===== src/design/tetd_pkg.sv =====
// Shared types and constants for the tape edge timing decoder.
// No dependencies; imported by the configuration, core and top modules.
package tetd_pkg;

  localparam int CFG_INDEX_W = 1;
  localparam int CFG_DATA_W  = 16;
  localparam int TIMEOUT_W   = 16;
  localparam int SYNC_W      = 5;
  localparam int PERIOD_W    = 16;
  localparam int BYTE_W      = 8;
  localparam int BITS_HELD_W = 4;

  localparam logic [CFG_INDEX_W-1:0] REG_TIMEOUT    = 1'b0;
  localparam logic [CFG_INDEX_W-1:0] REG_SYNC_EDGES = 1'b1;

  localparam logic [TIMEOUT_W-1:0]   TIMEOUT_RESET    = 16'd5000;
  localparam logic [SYNC_W-1:0]      SYNC_EDGES_RESET = 5'd16;
  localparam logic [BITS_HELD_W-1:0] BYTE_BITS        = 4'd8;

  typedef struct packed {
    logic [TIMEOUT_W-1:0] timeout_cycles;
    logic [SYNC_W-1:0]    sync_edges;
  } cfg_t;

  typedef struct packed {
    logic              valid;
    logic [BYTE_W-1:0] data_byte;
  } result_t;

endpackage


===== src/design/tetd_edge_if.sv =====
// Edge timestamp channel: valid/ready handshake with the edge_time payload.
// Width follows the time counter width of the top level.
interface tetd_edge_if #(
  parameter int TIME_BITS = 32
);
  logic                 valid;
  logic                 ready;
  logic [TIME_BITS-1:0] edge_time;

  modport source (output valid, output edge_time, input ready);
  modport sink (input valid, input edge_time, output ready);
endinterface


===== src/design/tetd_byte_if.sv =====
// Decoded byte channel: valid/ready handshake with the data_byte payload.
// No dependencies.
interface tetd_byte_if;
  logic       valid;
  logic       ready;
  logic [7:0] data_byte;

  modport source (output valid, output data_byte, input ready);
  modport sink (input valid, input data_byte, output ready);
endinterface


===== src/design/tetd_cfg_regs.sv =====
// Configuration registers: timeout and sync edge count, written by index.
// Depends on tetd_pkg.
module tetd_cfg_regs (
  input  logic                             clk,
  input  logic                             rst,
  input  logic                             wr_en,
  input  logic [tetd_pkg::CFG_INDEX_W-1:0] wr_index,
  input  logic [tetd_pkg::CFG_DATA_W-1:0]  wr_data,
  output tetd_pkg::cfg_t                   cfg
);
  import tetd_pkg::*;

  always_ff @(posedge clk) begin
    if (rst) begin
      cfg.timeout_cycles <= TIMEOUT_RESET;
      cfg.sync_edges     <= SYNC_EDGES_RESET;
    end else if (wr_en) begin
      unique case (wr_index)
        REG_TIMEOUT:    cfg.timeout_cycles <= wr_data[TIMEOUT_W-1:0];
        REG_SYNC_EDGES: cfg.sync_edges     <= wr_data[SYNC_W-1:0];
        default: ;
      endcase
    end
  end

endmodule


===== src/design/tetd_core.sv =====
// Decoder state and per-edge update: interval, sync tracking, bit decoding.
// Depends on tetd_pkg; one edge is consumed per cycle when fire is high.
module tetd_core #(
  parameter int TIME_BITS = 32
) (
  input  logic                 clk,
  input  logic                 rst,
  input  logic                 fire,
  input  logic [TIME_BITS-1:0] edge_time,
  input  tetd_pkg::cfg_t       cfg,
  output tetd_pkg::result_t    result
);
  import tetd_pkg::*;

  logic [TIME_BITS-1:0]   last_edge_time, last_edge_time_next;
  logic [SYNC_W-1:0]      sync_left, sync_left_next;
  logic [PERIOD_W-1:0]    tracked_period, tracked_period_next;
  logic                   started, started_next;
  logic                   half_phase, half_phase_next;
  logic                   current_bit, current_bit_next;
  logic [BYTE_W-1:0]      shift_byte, shift_byte_next;
  logic [BITS_HELD_W-1:0] bits_held, bits_held_next;

  logic [TIME_BITS-1:0]   interval;
  logic [PERIOD_W-1:0]    t16;
  logic [PERIOD_W-1:0]    half;
  logic [PERIOD_W:0]      p_plus_half;
  logic [PERIOD_W+1:0]    p_triple;
  logic                   timeout_hit;
  logic                   too_short;
  logic                   too_long_sync;
  logic                   too_long_data;
  logic                   is_long;
  logic [PERIOD_W:0]      sum_short;
  logic [PERIOD_W:0]      sum_long;
  logic                   bit_new;
  logic                   do_shift;
  logic [BYTE_W-1:0]      shifted;
  logic [BITS_HELD_W-1:0] bits_inc;

  assign interval      = edge_time - last_edge_time;
  assign timeout_hit   = interval > TIME_BITS'(cfg.timeout_cycles);
  assign t16           = interval[PERIOD_W-1:0];
  assign half          = tracked_period >> 1;
  assign p_plus_half   = {1'b0, tracked_period} + {1'b0, half};
  assign p_triple      = {1'b0, tracked_period, 1'b0} + {2'b00, tracked_period};
  assign too_short     = t16 < half;
  assign too_long_sync = {1'b0, t16} > p_plus_half;
  assign too_long_data = {2'b00, t16} > p_triple;
  assign is_long       = {1'b0, t16} >= p_plus_half;
  assign sum_short     = {1'b0, tracked_period} + {1'b0, t16};
  assign sum_long      = {1'b0, tracked_period} + {2'b00, t16[PERIOD_W-1:1]};
  assign bit_new       = is_long ? ~current_bit : current_bit;
  assign do_shift      = is_long || !half_phase;
  assign shifted       = {shift_byte[BYTE_W-2:0], bit_new};
  assign bits_inc      = bits_held + BITS_HELD_W'(1);

  always_comb begin
    last_edge_time_next = last_edge_time;
    sync_left_next      = sync_left;
    tracked_period_next = tracked_period;
    started_next        = started;
    half_phase_next     = half_phase;
    current_bit_next    = current_bit;
    shift_byte_next     = shift_byte;
    bits_held_next      = bits_held;
    result.valid        = 1'b0;
    result.data_byte    = shifted;
    if (fire) begin
      last_edge_time_next = edge_time;
      if (timeout_hit) begin
        sync_left_next = cfg.sync_edges;
        started_next   = 1'b0;
      end else if (sync_left != '0) begin
        if (too_short || too_long_sync) begin
          tracked_period_next = t16;
          sync_left_next      = cfg.sync_edges;
          started_next        = 1'b0;
        end else begin
          tracked_period_next = sum_short[PERIOD_W:1];
          sync_left_next      = sync_left - SYNC_W'(1);
        end
      end else if (too_short || too_long_data) begin
        tracked_period_next = t16;
        sync_left_next      = cfg.sync_edges;
        started_next        = 1'b0;
      end else begin
        tracked_period_next = is_long ? sum_long[PERIOD_W:1] : sum_short[PERIOD_W:1];
        if (!started) begin
          // start bit seeds the byte as its top bit
          if (is_long) begin
            current_bit_next = 1'b1;
            started_next     = 1'b1;
            half_phase_next  = 1'b1;
            shift_byte_next  = BYTE_W'(1);
            bits_held_next   = BITS_HELD_W'(1);
          end
        end else begin
          current_bit_next = bit_new;
          half_phase_next  = is_long ? 1'b1 : ~half_phase;
          if (do_shift) begin
            if (bits_inc == BYTE_BITS) begin
              result.valid    = 1'b1;
              shift_byte_next = '0;
              bits_held_next  = '0;
            end else begin
              shift_byte_next = shifted;
              bits_held_next  = bits_inc;
            end
          end
        end
      end
    end
  end

  always_ff @(posedge clk) begin
    if (rst) begin
      last_edge_time <= '0;
      sync_left      <= SYNC_EDGES_RESET;
      tracked_period <= '0;
      started        <= 1'b0;
      half_phase     <= 1'b0;
      current_bit    <= 1'b0;
      shift_byte     <= '0;
      bits_held      <= '0;
    end else begin
      last_edge_time <= last_edge_time_next;
      sync_left      <= sync_left_next;
      tracked_period <= tracked_period_next;
      started        <= started_next;
      half_phase     <= half_phase_next;
      current_bit    <= current_bit_next;
      shift_byte     <= shift_byte_next;
      bits_held      <= bits_held_next;
    end
  end

endmodule


===== src/design/tape_edge_timing_decoder.sv =====
// Tape edge timing decoder, top level: input register, decoder core, output register.
// Path: an edge is held in the input register, decoded by tetd_core on fire, then the byte is registered.
// Throughput: one edge per cycle while the output register is not stalled by bytes.ready.
// Reset: synchronous rst clears all decoder state and restores register defaults
// (timeout 5000, sync edges 16); the block accepts edges in the first cycle after.
// Depends on tetd_pkg, tetd_edge_if, tetd_byte_if, tetd_cfg_regs, tetd_core.
module tape_edge_timing_decoder #(
  parameter int TIME_BITS = 32
) (
  input  logic                             clk,
  input  logic                             rst,
  input  logic                             wr_en,
  input  logic [tetd_pkg::CFG_INDEX_W-1:0] wr_index,
  input  logic [tetd_pkg::CFG_DATA_W-1:0]  wr_data,
  tetd_edge_if.sink                        edges,
  tetd_byte_if.source                      bytes
);
  import tetd_pkg::*;

  cfg_t                 cfg;
  result_t              result;
  logic                 in_valid;
  logic [TIME_BITS-1:0] edge_q;
  logic                 out_valid;
  logic [BYTE_W-1:0]    out_byte;
  logic                 fire;

  assign fire        = in_valid && (!out_valid || bytes.ready);
  assign edges.ready = !in_valid || fire;

  tetd_cfg_regs u_cfg (
    .clk      (clk),
    .rst      (rst),
    .wr_en    (wr_en),
    .wr_index (wr_index),
    .wr_data  (wr_data),
    .cfg      (cfg)
  );

  tetd_core #(
    .TIME_BITS (TIME_BITS)
  ) u_core (
    .clk       (clk),
    .rst       (rst),
    .fire      (fire),
    .edge_time (edge_q),
    .cfg       (cfg),
    .result    (result)
  );

  always_ff @(posedge clk) begin
    if (rst) begin
      in_valid  <= 1'b0;
      out_valid <= 1'b0;
    end else begin
      if (edges.valid && edges.ready) begin
        in_valid <= 1'b1;
        edge_q   <= edges.edge_time;
      end else if (fire) begin
        in_valid <= 1'b0;
      end
      // hold the byte until the transaction completes
      if (fire && result.valid) begin
        out_valid <= 1'b1;
        out_byte  <= result.data_byte;
      end else if (bytes.ready) begin
        out_valid <= 1'b0;
      end
    end
  end

  assign bytes.valid     = out_valid;
  assign bytes.data_byte = out_byte;

`ifndef SYNTH
  a_in_hold: assert property (@(posedge clk) disable iff (rst)
    in_valid && !fire |=> in_valid && $stable(edge_q))
    else $error("input register changed while stalled");

  a_out_from_fire: assert property (@(posedge clk) disable iff (rst)
    $rose(out_valid) |-> $past(fire))
    else $error("byte appeared without a processed edge");

  a_no_fire_idle: assert property (@(posedge clk) disable iff (rst)
    !in_valid |-> !fire)
    else $error("core advanced with an empty input register");
`endif

endmodule

===== src/flat_wrapper.sv =====
// flat-port wrapper written by rule: the top's interface ports become plain ports
module tape_edge_timing_decoder_flat import tetd_pkg::*;
#(
  parameter int TIME_BITS = 32
)
  (clk, rst, wr_en, wr_index, wr_data, edges_valid, edges_edge_time, edges_ready, bytes_valid, bytes_data_byte, bytes_ready);
  tetd_edge_if #(.TIME_BITS(TIME_BITS)) edges_i ();
  tetd_byte_if bytes_i ();
  input  logic clk;
  input  logic rst;
  input  logic wr_en;
  input  logic [tetd_pkg::CFG_INDEX_W-1:0] wr_index;
  input  logic [tetd_pkg::CFG_DATA_W-1:0] wr_data;
  input wire logic [$bits(edges_i.valid)-1:0] edges_valid;
  input wire logic [$bits(edges_i.edge_time)-1:0] edges_edge_time;
  output wire logic [$bits(edges_i.ready)-1:0] edges_ready;
  output wire logic [$bits(bytes_i.valid)-1:0] bytes_valid;
  output wire logic [$bits(bytes_i.data_byte)-1:0] bytes_data_byte;
  input wire logic [$bits(bytes_i.ready)-1:0] bytes_ready;
  assign edges_i.valid = edges_valid;
  assign edges_i.edge_time = edges_edge_time;
  assign edges_ready = edges_i.ready;
  assign bytes_valid = bytes_i.valid;
  assign bytes_data_byte = bytes_i.data_byte;
  assign bytes_i.ready = bytes_ready;
  tape_edge_timing_decoder #(.TIME_BITS(TIME_BITS)) u_core (.clk(clk), .rst(rst), .wr_en(wr_en), .wr_index(wr_index), .wr_data(wr_data), .edges(edges_i), .bytes(bytes_i));
endmodule

===== config.mk =====
export PLATFORM = sky130hd
export DESIGN_NAME = tape_edge_timing_decoder_flat
export DESIGN_NICKNAME = d
export VERILOG_FILES = /design/src/design/tetd_pkg.sv /design/src/design/tetd_edge_if.sv /design/src/design/tetd_byte_if.sv /design/src/design/tetd_cfg_regs.sv /design/src/design/tetd_core.sv /design/src/design/tape_edge_timing_decoder.sv /design/src/flat_wrapper.sv
export SDC_FILE = /design/constraint.sdc
export NUM_CORES = 1
export LEC_CHECK = 0
export BUFFER_PORTS_ARGS = -buffer_cell sky130_fd_sc_hd__buf_2
export CORE_MARGIN = 1
export CORE_UTILIZATION = 30
export CTS_CLUSTER_SIZE = 16
export DETAILED_ROUTE_END_ITERATION = 6
export PLACE_DENSITY = 0.45
export SLEW_MARGIN = 5
export SYNTH_ARGS = -nofsm -noshare
export SYNTH_HDL_FRONTEND = slang
export SYNTH_HIERARCHICAL = 1
export SYNTH_SLANG_ARGS = --single-unit

===== constraint.sdc =====
create_clock -name clk -period 8.65 [get_ports clk]
set_input_delay 1.73 -clock clk [delete_from_list [all_inputs] [get_ports clk]]
set_output_delay 1.73 -clock clk [all_outputs]
set_load 0.05 [all_outputs]

==> impl_metrics.ini, run 1 <==
[placement]
port_buffers = 63
place_area_um2 = 11800
place_hpwl_um = 24800
dp_cells = 1791
place_congestion = 0.866

[global_routing]
grt_pass1_vias = 9743
grtUsageTotal_pct = 17.6
antenna_found_initial = 0
grt_max_degree = 62
grt_pass1_wl_um = 52300
grt-ovfl-total = 0

[final_layout]
fin_cells = 1823
fin_util_pct = 34.7
fillers = 3769
mostFrequentLayoutCells = ha_1, nor2_1, a21oi_1
drive_above_1_share_pct = 11.1
final_area_um2 = 12500
nets = 1545
syn2layout_area_growth_pct = 12.5
final_common_cell = ha_1
n_antenna_cell = 0

[timing]
tightest_slew_ns = 1.13
clock_skew_ns = 0.00862
rsz0062_at_grt = false
fin_crit_sh_pct = 83.6
hold_violations = 0
setup_violations = 0
max_freq_mhz = 138
maxSlewViolCount = 0
tns_ns = 0
period_needed_ns = 7.23
max_slew_margin_pct = 23.1

[floorplanning]
start_util_pct = 30.8
rows = 69
die_y_um = 194
dieArea_um2 = 37700
core_area_um2 = 35900
ioPinCount = 64
die_x_um = 194

[clock_tree]
cts_root_buf = clkbuf_16
clockBufferDepth = 2
cts_tree = done
cts_setup_buffers = 0
clk_pin_slew_ns = 0.06
clk_latency_ns = 0.44
cts_sinks = 130
h-tree-depth = 4
cts.repair.resized = 0
numCtsBuffers = 17
cts_hold_buf = 0

[logic_synthesis]
synthTopCellsByArea = dfxtp_1, ha_1, edfxtp_1
synthArstFlopShare_pct = 0
syn-num-nets = 1494
ys_warn_count = 6
ys_seq_area_share_pct = 27.1
syn_inst = 1298
syn_area_um2 = 11100
ys.flop_type = dfxtp_1
avgSynthCellArea_um2 = 8.53
synth_edf_count = 40
yosysTopAreaCellShare_pct = 16.3
yosys.area.top_type = dfxtp_1
yosysUniqueCellTypes = 90
ys_ff_latch = 130

[hold_path]
hold_class = flop to flop

[route]
drtPass1Iterations = 5
drc = 0
wl_um = 33100
avgRoutedWirePerCell_um = 18.1
drt_iter0_markers = 481
vias = 9722
viasPerCell = 5.33
antenna_left = 0

[critical_path]
cp.required_ns = 8.72
worst-path-max-fanout = 8
cpLargestDelayFamily = simple AND/OR/NAND/NOR gates
cpPeakStageDelay_ns = 0.88
critical_path_class = flop to flop
crit_path_top_delay_cell = nor4b_1
cp_cell_sequence = inv_1, ha_1, inv_1, fa_1, a211oi_2, o211a_1, nor3_2, o21ai_1, o21ai_0, xor2_1, ha_1, nand4_1, a21oi_1, nor4_1, o221a_2, o221a_2, nand4_1, nor4b_1, nand3_1, nor3_1, nand2_1, nor3b_2
critPathLaunchType = flop
worst-path-buf-inv = 2
worst_setup_path_end_kind = flop
critical_path_arrival_ns = 7.30

[power_and_ir_drop]
powerDensity_nw_per_um2 = 175
p_total_mw = 2.18
p_leak_nw = 5.11
ir_worst_vdd_v = 0.000101

[status]
status = finished, final reports clean

[flow_run]
max_cap_viol_count = 0
synth_stat cells (all sizes together), types with 5 or more instances:
cell type and instances:
ha 138, nor2 118, a21oi 109, inv 97
dfxtp 90, o21ai 90, nand2 68, mux2i 54
edfxtp 40, nand3 35, xnor2 35, nand2b 32
a21o 31, nor3 28, nand4 25, buf 24
clkbuf 23, xor2 21, a211oi 20, nor2b 16
a31oi 13, o21a 13, and2 12, and3 12
o21bai 10, nor4 9, o211ai 9, o31ai 9
nand4bb 8, o2111ai 7, o211a 7, a2111oi 6
a211o 6, or2 5, or3 5
metal layers:
layer / up-vias / share of wire (%) / GRT usage [%] / wire length [µm]
met3: 41 / 2.9 / 2.12 / 970
li1: 4878 / - / - / -
met2: 172 / 49 / 31.3 / 16100
met5: - / 0 / 0 / 0
met1: 4631 / 47 / 22.2 / 15400
met4: 0 / 1.7 / 5.09 / 555
power breakdown:
group	switching [mW]	leakage (nW)	internal, mW	total [mW]
logic	0.467	3.70	0.284	0.751
clock network	0.308	0.287	0.458	0.765
registers	0.0134	1.12	0.654	0.667
flip-flops by register name (all words and copies together), names as in the netlist:
name	flops
u_core/bytes.data_byte	8
u_core/bytes.valid	1
u_core/edge_q	32
u_core/in_valid	1
u_core/u_cfg/cfg	21
u_core/u_core/bits_held	4
u_core/u_core/current_bit	1
u_core/u_core/half_phase	1
u_core/u_core/last_edge_time	32
u_core/u_core/shift_byte	7
u_core/u_core/started	1
u_core/u_core/sync_left	5
u_core/u_core/tracked_period	16
final cells by class:
type                       instances  area [µm²]  area share, %
sequential                       130        3000           24.1
clock inverter                    14         176           1.42
multi-input combinational       1024        7460           59.9
timing repair buffer              79         438           3.52
clock buffer                      18         429           3.45
inverter                          97         364           2.92
tap                              461         577           4.63
through the flow:
step	hold WS, ns	worst slack [ns]
after detailed placement	0.418	1.59
after CTS	0.433	1.53
after floorplan	0.402	3.28
after global routing	0.465	1.13
after global placement	0.418	1.69
final	0.432	1.42
worst register-to-register path, stage by stage, from the launching register on:
cell      delay, ns
edfxtp_1       0.39
inv_1          0.07
ha_1           0.15
inv_1          0.05
fa_1           0.43
a211oi_2       0.28
o211a_1        0.28
nor3_2         0.08
o21ai_1        0.43
o21ai_0        0.18
xor2_1         0.61
ha_1           0.37
nand4_1        0.13
a21oi_1        0.06
nor4_1         0.54
o221a_2        0.33
o221a_2        0.21
nand4_1        0.09
nor4b_1        0.88
nand3_1        0.24
nor3_1         0.35
nand2_1        0.13
nor3b_2        0.58
logic make-up after synthesis:
kind of cell / after synthesis / synth area share (%)
and+or+nand+nor: 392 / 18.8
DFF: 130 / 27.1
AOI/OAI and AO/OA: 375 / 22.4
buffers and inverters: 144 / 5.53
xor gates and xnor gates: 56 / 4.43
muxes: 57 / 5.22
adders and majority gates: 144 / 16.5
final timing paths:
kind                                                   from                   endpoint  slack, ns  depth (start not counted)
worst min register to register  u_core/u_core/shift_byte[6]  u_core/bytes.data_byte[7]       0.43                          0
worst max-delay path                       u_core/edge_q[0]  u_core/bytes.data_byte[1]       1.42                         22
worst max register to register             u_core/edge_q[0]  u_core/bytes.data_byte[1]       1.42                         22
worst min-delay path            u_core/u_core/shift_byte[6]  u_core/bytes.data_byte[7]       0.43                          0
Note: power is estimated with default switching activity, not from simulation.
==> inputs of run 2 (changes only) <==
ABC_AREA = 1   (was default)
clock period = 7 ns   (was 8.65 ns; I/O delays follow)
==> run 2 against run 1 <==
Worst hold slack better by 0.019 ns. Global-route usage increased by 1.0 points. Register-to-register slack improved by 0.23 ns. Core utilization shrank 0.57 points. Non-clock buffer count is 3 lower. Critical endpoint is now u_core/u_core/bits_held[1]. First-iteration DRC count grew 43%. Count of clock-buffer cells in the layout is 3 higher. Flip-flop and latch count unchanged. Clock power grew 18%. Sequential power grew 23%. Setup slack improved by 0.23 ns.
==> impl_metrics.ini, run 2 <==
[critical_path]
critical_path_class = flop to flop
worst-path-buf-inv = 3
cpPeakStageDelay_ns = 0.61
cp.required_ns = 7.29
critical_path_arrival_ns = 5.64
cpLargestDelayFamily = simple AND/OR/NAND/NOR gates
crit_path_top_delay_cell = nand4_1
path_common_cell = nand2_1
worst-path-max-fanout = 14
cp_cell_sequence = inv_1, ha_1, inv_1, fa_1, nand3_1, nand3_2, nand2_1, nand2_1, xnor2_1, inv_1, ha_1, nand2_1, nor4_1, nand3_1, nand2_1, nand3_1, nor2_1, nand2_1, nor3_2, nand3_2, nor2_2, nand4_1, nand2_1, a21oi_1
worst_setup_path_end_kind = flop
critPathLaunchType = flop

[final_layout]
syn2layout_area_growth_pct = 11.8
final_area_um2 = 13200
mostFrequentLayoutCells = nand2_1, inv_1, a21oi_1
n_antenna_cell = 0
reg_top3 = u_core/edge_q: 32 flops, u_core/u_core/last_edge_time: 32 flops, u_core/u_cfg/cfg: 21 flops
nets = 2024
final_common_cell = nand2_1
multi_input_area_um2 = 7590
drive_above_1_share_pct = 8.75
fillers = 4321
seq_area_um2 = 3000
fin_util_pct = 34.1

[timing]
maxSlewViolCount = 0
setup_violations = 0
rsz0062_at_grt = false
tightest_slew_ns = 0.936
max_freq_mhz = 187
fin_crit_sh_pct = 76.4
period_needed_ns = 5.35
clock_skew_ns = 0.0115
hold_ws_ns = 0.451
hold_violations = 0
tns_ns = 0
max_slew_margin_pct = 37.6

[placement]
place_hpwl_um = 28800
place_area_um2 = 12600
place_congestion = 0.884
port_buffers = 63

[clock_tree]
numCtsBuffers = 17
clk_latency_ns = 0.43
cts_root_buf = clkbuf_16
h-tree-depth = 4
cts_tree = done
cts_setup_buffers = 0
cts_sinks = 130
cts_hold_buf = 0
clockBufferDepth = 2
clk_pin_slew_ns = 0.06
cts.repair.resized = 0

[route]
drc = 0
wl_um = 37000
vias = 11300
antenna_left = 0
viasPerCell = 4.79
drt_iter0_markers = 688
avgRoutedWirePerCell_um = 15.7
drtPass1Iterations = 5

[flow_run]
max_cap_viol_count = 0

[logic_synthesis]
synth_commonest_cells = nand2_1, inv_1, a21oi_1, nand3_1, nor2_1
yosysTopAreaCellShare_pct = 15.2
yosysMostFrequentCell = nand2_1
yosysUniqueCellTypes = 49
syn-num-nets = 1969
syn_inst = 1773
ys.flop_type = dfxtp_1
ys_warn_count = 6
synthArstFlopShare_pct = 0
syn_area_um2 = 11800
ys_ff_latch = 130
synthTopCellsByArea = dfxtp_1, ha_1, nand2_1
ys_seq_area_share_pct = 25.4
avgSynthCellArea_um2 = 6.67
synth_edf_count = 40
yosys.area.top_type = dfxtp_1

[floorplanning]
core_area_um2 = 38700
rows = 72
start_util_pct = 30.5
ioPinCount = 64
dieArea_um2 = 40200
die_x_um = 200
die_y_um = 200

[global_routing]
antenna_found_initial = 0
grt_max_degree = 65
grt_pass1_wl_um = 59200
grt-ovfl-total = 0
grtUsageTotal_pct = 18.6
grt_pass1_vias = 10900

[power_and_ir_drop]
powerDensity_nw_per_um2 = 208
ir_worst_vdd_v = 0.000144
p_leak_nw = 6.31

[hold_path]
hold_class = flop to flop

[status]
status = finished, final reports clean
-- run 2: cell types whose count changed after synthesis, moves of 17 or more --
| cell | delta |
|---|---|
| xnor2_1 | -17 |
| nor2_1 | +23 |
| a21o_1 | -23 |
| nor2_2 | +22 |
| nand3_1 | +119 |
| a21oi_1 | +63 |
| nand2b_1 | -31 |
| nand2_1 | +368 |
| inv_1 | +158 |
| o21ai_0 | +22 |
| mux2i_1 | -54 |
-- run 2: path summary, 6_finish.rpt --
check	start	end	slack (ns)	cells past startpoint
setup reg to reg	u_core/edge_q[0]	u_core/u_core/bits_held[1]	1.65	24
setup / recovery	u_core/edge_q[0]	u_core/u_core/bits_held[1]	1.65	24
hold / removal	u_core/u_core/shift_byte[6]	u_core/bytes.data_byte[7]	0.45	0
hold reg to reg	u_core/u_core/shift_byte[6]	u_core/bytes.data_byte[7]	0.45	0
-- run 2: cell type report --
class                   count  area share (%)
clock buffers              21            3.33
repair buffers             76            3.13
inverters                 260            7.41
clock inverters            11            1.05
flip-flops and latches    130            22.7
multi-input cells        1343            57.4
well taps                 518            4.91
-- run 2: power breakdown --
part / switching [mW] / internal (mW)
Sequential: 0.0134 / 0.809
Combinational: 0.693 / 0.333
Clock: 0.349 / 0.557
Total: 1.06 / 1.70
-- run 2: kinds of logic after synthesis --
logic type / Yosys count / synth area share (%)
AND/OR/NAND/NOR: 836 / 30.7
adder cells (fa/ha/maj): 142 / 15.3
AO/OA/AOI/OAI: 310 / 14.1
buffers and inverters: 300 / 10.4
flip-flops: 130 / 25.4
XOR/XNOR: 55 / 4.14
-- run 2: stage by stage --
step	setup slack [ns]	total power [mW]	cells
global route	1.21	2.96	2359
floorplan	2.94	1.58	1773
CTS	1.65	2.78	2359
finish	1.65	2.75	2359
detailed placement	1.67	1.86	2327
global placement	1.70	1.85	2327
-- run 2: per-layer routing --
layer,part of all wire [%],vias to the layer above,track usage (%)
li1,-,5949,-
met1,48,5102,24.3
met2,46,190,31.1
met3,3.4,48,2.99
met4,2.7,0,6.43
met5,0,-,0
==> inputs of run 3 (changes only) <==
ABC_AREA = 0   (was 1)
clock period = 5.1 ns   (was 7 ns; I/O delays follow)
==> run 3 against run 2 <==
Die area decreased by 6.3%. Count of clock-buffer cells in the layout decreased by 3. Maximum frequency increased by 5.0%. First-iteration DRC count decreased by 21%. Non-clock buffer count increased by 111. Critical path type unchanged. Highest routed layer unchanged.
==> impl_metrics.ini, run 3 (synthesis gave the netlist of run 1 again) <==
[clock_tree]
numCtsBuffers = 17
cts_root_buf = clkbuf_16
clockBufferDepth = 2
cts_sinks = 130
cts_tree = done
clk_pin_slew_ns = 0.06
clk_latency_ns = 0.43
h-tree-depth = 4
cts_hold_buf = 0

[flow_run]
max_cap_viol_count = 0

[placement]
place_ws_ns = -0.402
place_hpwl_um = 26700
place_congestion = 0.849
port_buffers = 63

[critical_path]
cpPeakStageDelay_ns = 0.53
crit_path_top_delay_cell = or4b_4
reg2reg_from = u_core/edge_q[0]
worst-path-max-fanout = 5
critPathLaunchType = flop
worst_setup_path_end_kind = flop
critical_path_class = flop to flop
cp-startpoint = u_core/edge_q[0]
worst-path-buf-inv = 7
cp_cell_sequence = inv_1, ha_2, inv_2, fa_2, a211oi_4, o211a_1, nor3_1, or4b_4, buf_6, ha_2, a211o_1, o32a_1, maj3_2, a221o_1, a41oi_2, buf_4, buf_6, nand4_1, buf_4, buf_2, o21ai_0, a21oi_1
cp.required_ns = 5.39
cpLargestDelayFamily = compound AO/OA/AOI/OAI gates
critical_path_arrival_ns = 5.38

[route]
top_layer_used = met4
viasPerCell = 5.24
drtPass1Iterations = 5
vias = 10100
avgRoutedWirePerCell_um = 17.6
wl_um = 34000
wl_met3_um = 929
antenna_left = 0
wl_met2_um = 16600
drc = 0
m1WireLength_um = 15800
drt_iter0_markers = 545

[final_layout]
final_common_cell = ha_1
drive_above_1_share_pct = 20.7
fillers = 3713
nets = 1653
n_antenna_cell = 0
syn2layout_area_growth_pct = 24.0
mostFrequentLayoutCells = ha_1, nor2_1, buf_4
seq_area_um2 = 3000
fin_util_pct = 38.2
multi_input_area_um2 = 7790
reg_top3 = u_core/edge_q: 32 flops, u_core/u_core/last_edge_time: 32 flops, u_core/u_cfg/cfg: 21 flops

[floorplanning]
core_area_um2 = 35900
die_x_um = 194
rows = 69
dieArea_um2 = 37700
ioPinCount = 64
die_y_um = 194
start_util_pct = 30.8

[global_routing]
grtUsageTotal_pct = 18.0
antenna_found_initial = 0
grt_pass1_wl_um = 53100
grt_pass1_vias = 9873
grt-ovfl-total = 0
grt_max_degree = 42

[timing]
maxSlewViolCount = 0
worst_slack_ns = 0.00497
hold_violations = 0
max_freq_mhz = 196
tns_ns = 0
period_needed_ns = 5.10
fin_crit_sh_pct = 99.9
clock_skew_ns = 0.0102
tightest_slew_ns = 0.845
rsz0062_at_grt = true
max_slew_margin_pct = 43.4
setup_violations = 0

[power_and_ir_drop]
p_total_mw = 4.01
powerDensity_nw_per_um2 = 292
ir_worst_vdd_v = 0.000203
swShare_pct = 34.8
combPwrFrac_pct = 38.2
switchingPower_mw = 1.40
p_int_mw = 2.61
p_clk_share_pct = 33.5
p_leak_nw = 5.73
p_seq_share_pct = 28.2

[hold_path]
worstHoldStart = u_core/u_core/shift_byte[6]
hold_class = flop to flop

[status]
status = finished, final reports clean
-- run 3: final cells by class --
| cell class | count | area share, % |
|---|---|---|
| sequential | 130 | 21.9 |
| clock buffer | 18 | 3.20 |
| tap | 461 | 4.20 |
| timing repair buffer | 187 | 9.84 |
| multi-input combinational | 1024 | 56.8 |
| clock inverter | 14 | 1.47 |
| inverter | 97 | 2.65 |
-- run 3: path summary, 6_finish.rpt --
check,cells after the start,slack [ns],endpoint
setup / recovery,22,0.005,u_core/u_core/shift_byte[6]
hold / removal,0,0.43,u_core/bytes.data_byte[7]
setup reg to reg,22,0.005,u_core/u_core/shift_byte[6]
hold reg to reg,0,0.43,u_core/bytes.data_byte[7]
-- run 3: metrics by stage --
step / cells / hold WS, ns / area, µm²
after floorplan: 1298 / 0.402 / 11100
after global placement: 1882 / 0.423 / 12600
after detailed placement: 1882 / 0.420 / 12600
after CTS: 1918 / 0.435 / 13400
after global routing: 1931 / 0.439 / 13700
final: 1931 / 0.428 / 13700
-- run 3: timing repair --
action / CTS / global route
gates cloned: 0 / 2
pin swaps: 13 / 41
setup buffers: 4 / 12
gates resized for setup: 18 / 57
hold endpoints to repair: 0 / 0
setup endpoints to repair: 37 / 43
-- run 3: routing by layer --
layer,global-route usage [%],up-vias
met3,2.26,33
met1,22.4,4811
met5,0,-
li1,-,5089
met2,31.7,183
met4,6.03,0
-- run 3: power by group through the flow --
stage / clock [mW] / sequential [mW] / combinational, mW
4_1_cts: 1.38 / 1.13 / 1.44
2_1_floorplan: 0 / 1.15 / 0.924
6_report: 1.35 / 1.13 / 1.53
3_3_place_gp: 0 / 1.15 / 1.39
3_5_place_dp: 0 / 1.15 / 1.40
5_1_grt: 1.43 / 1.14 / 1.69
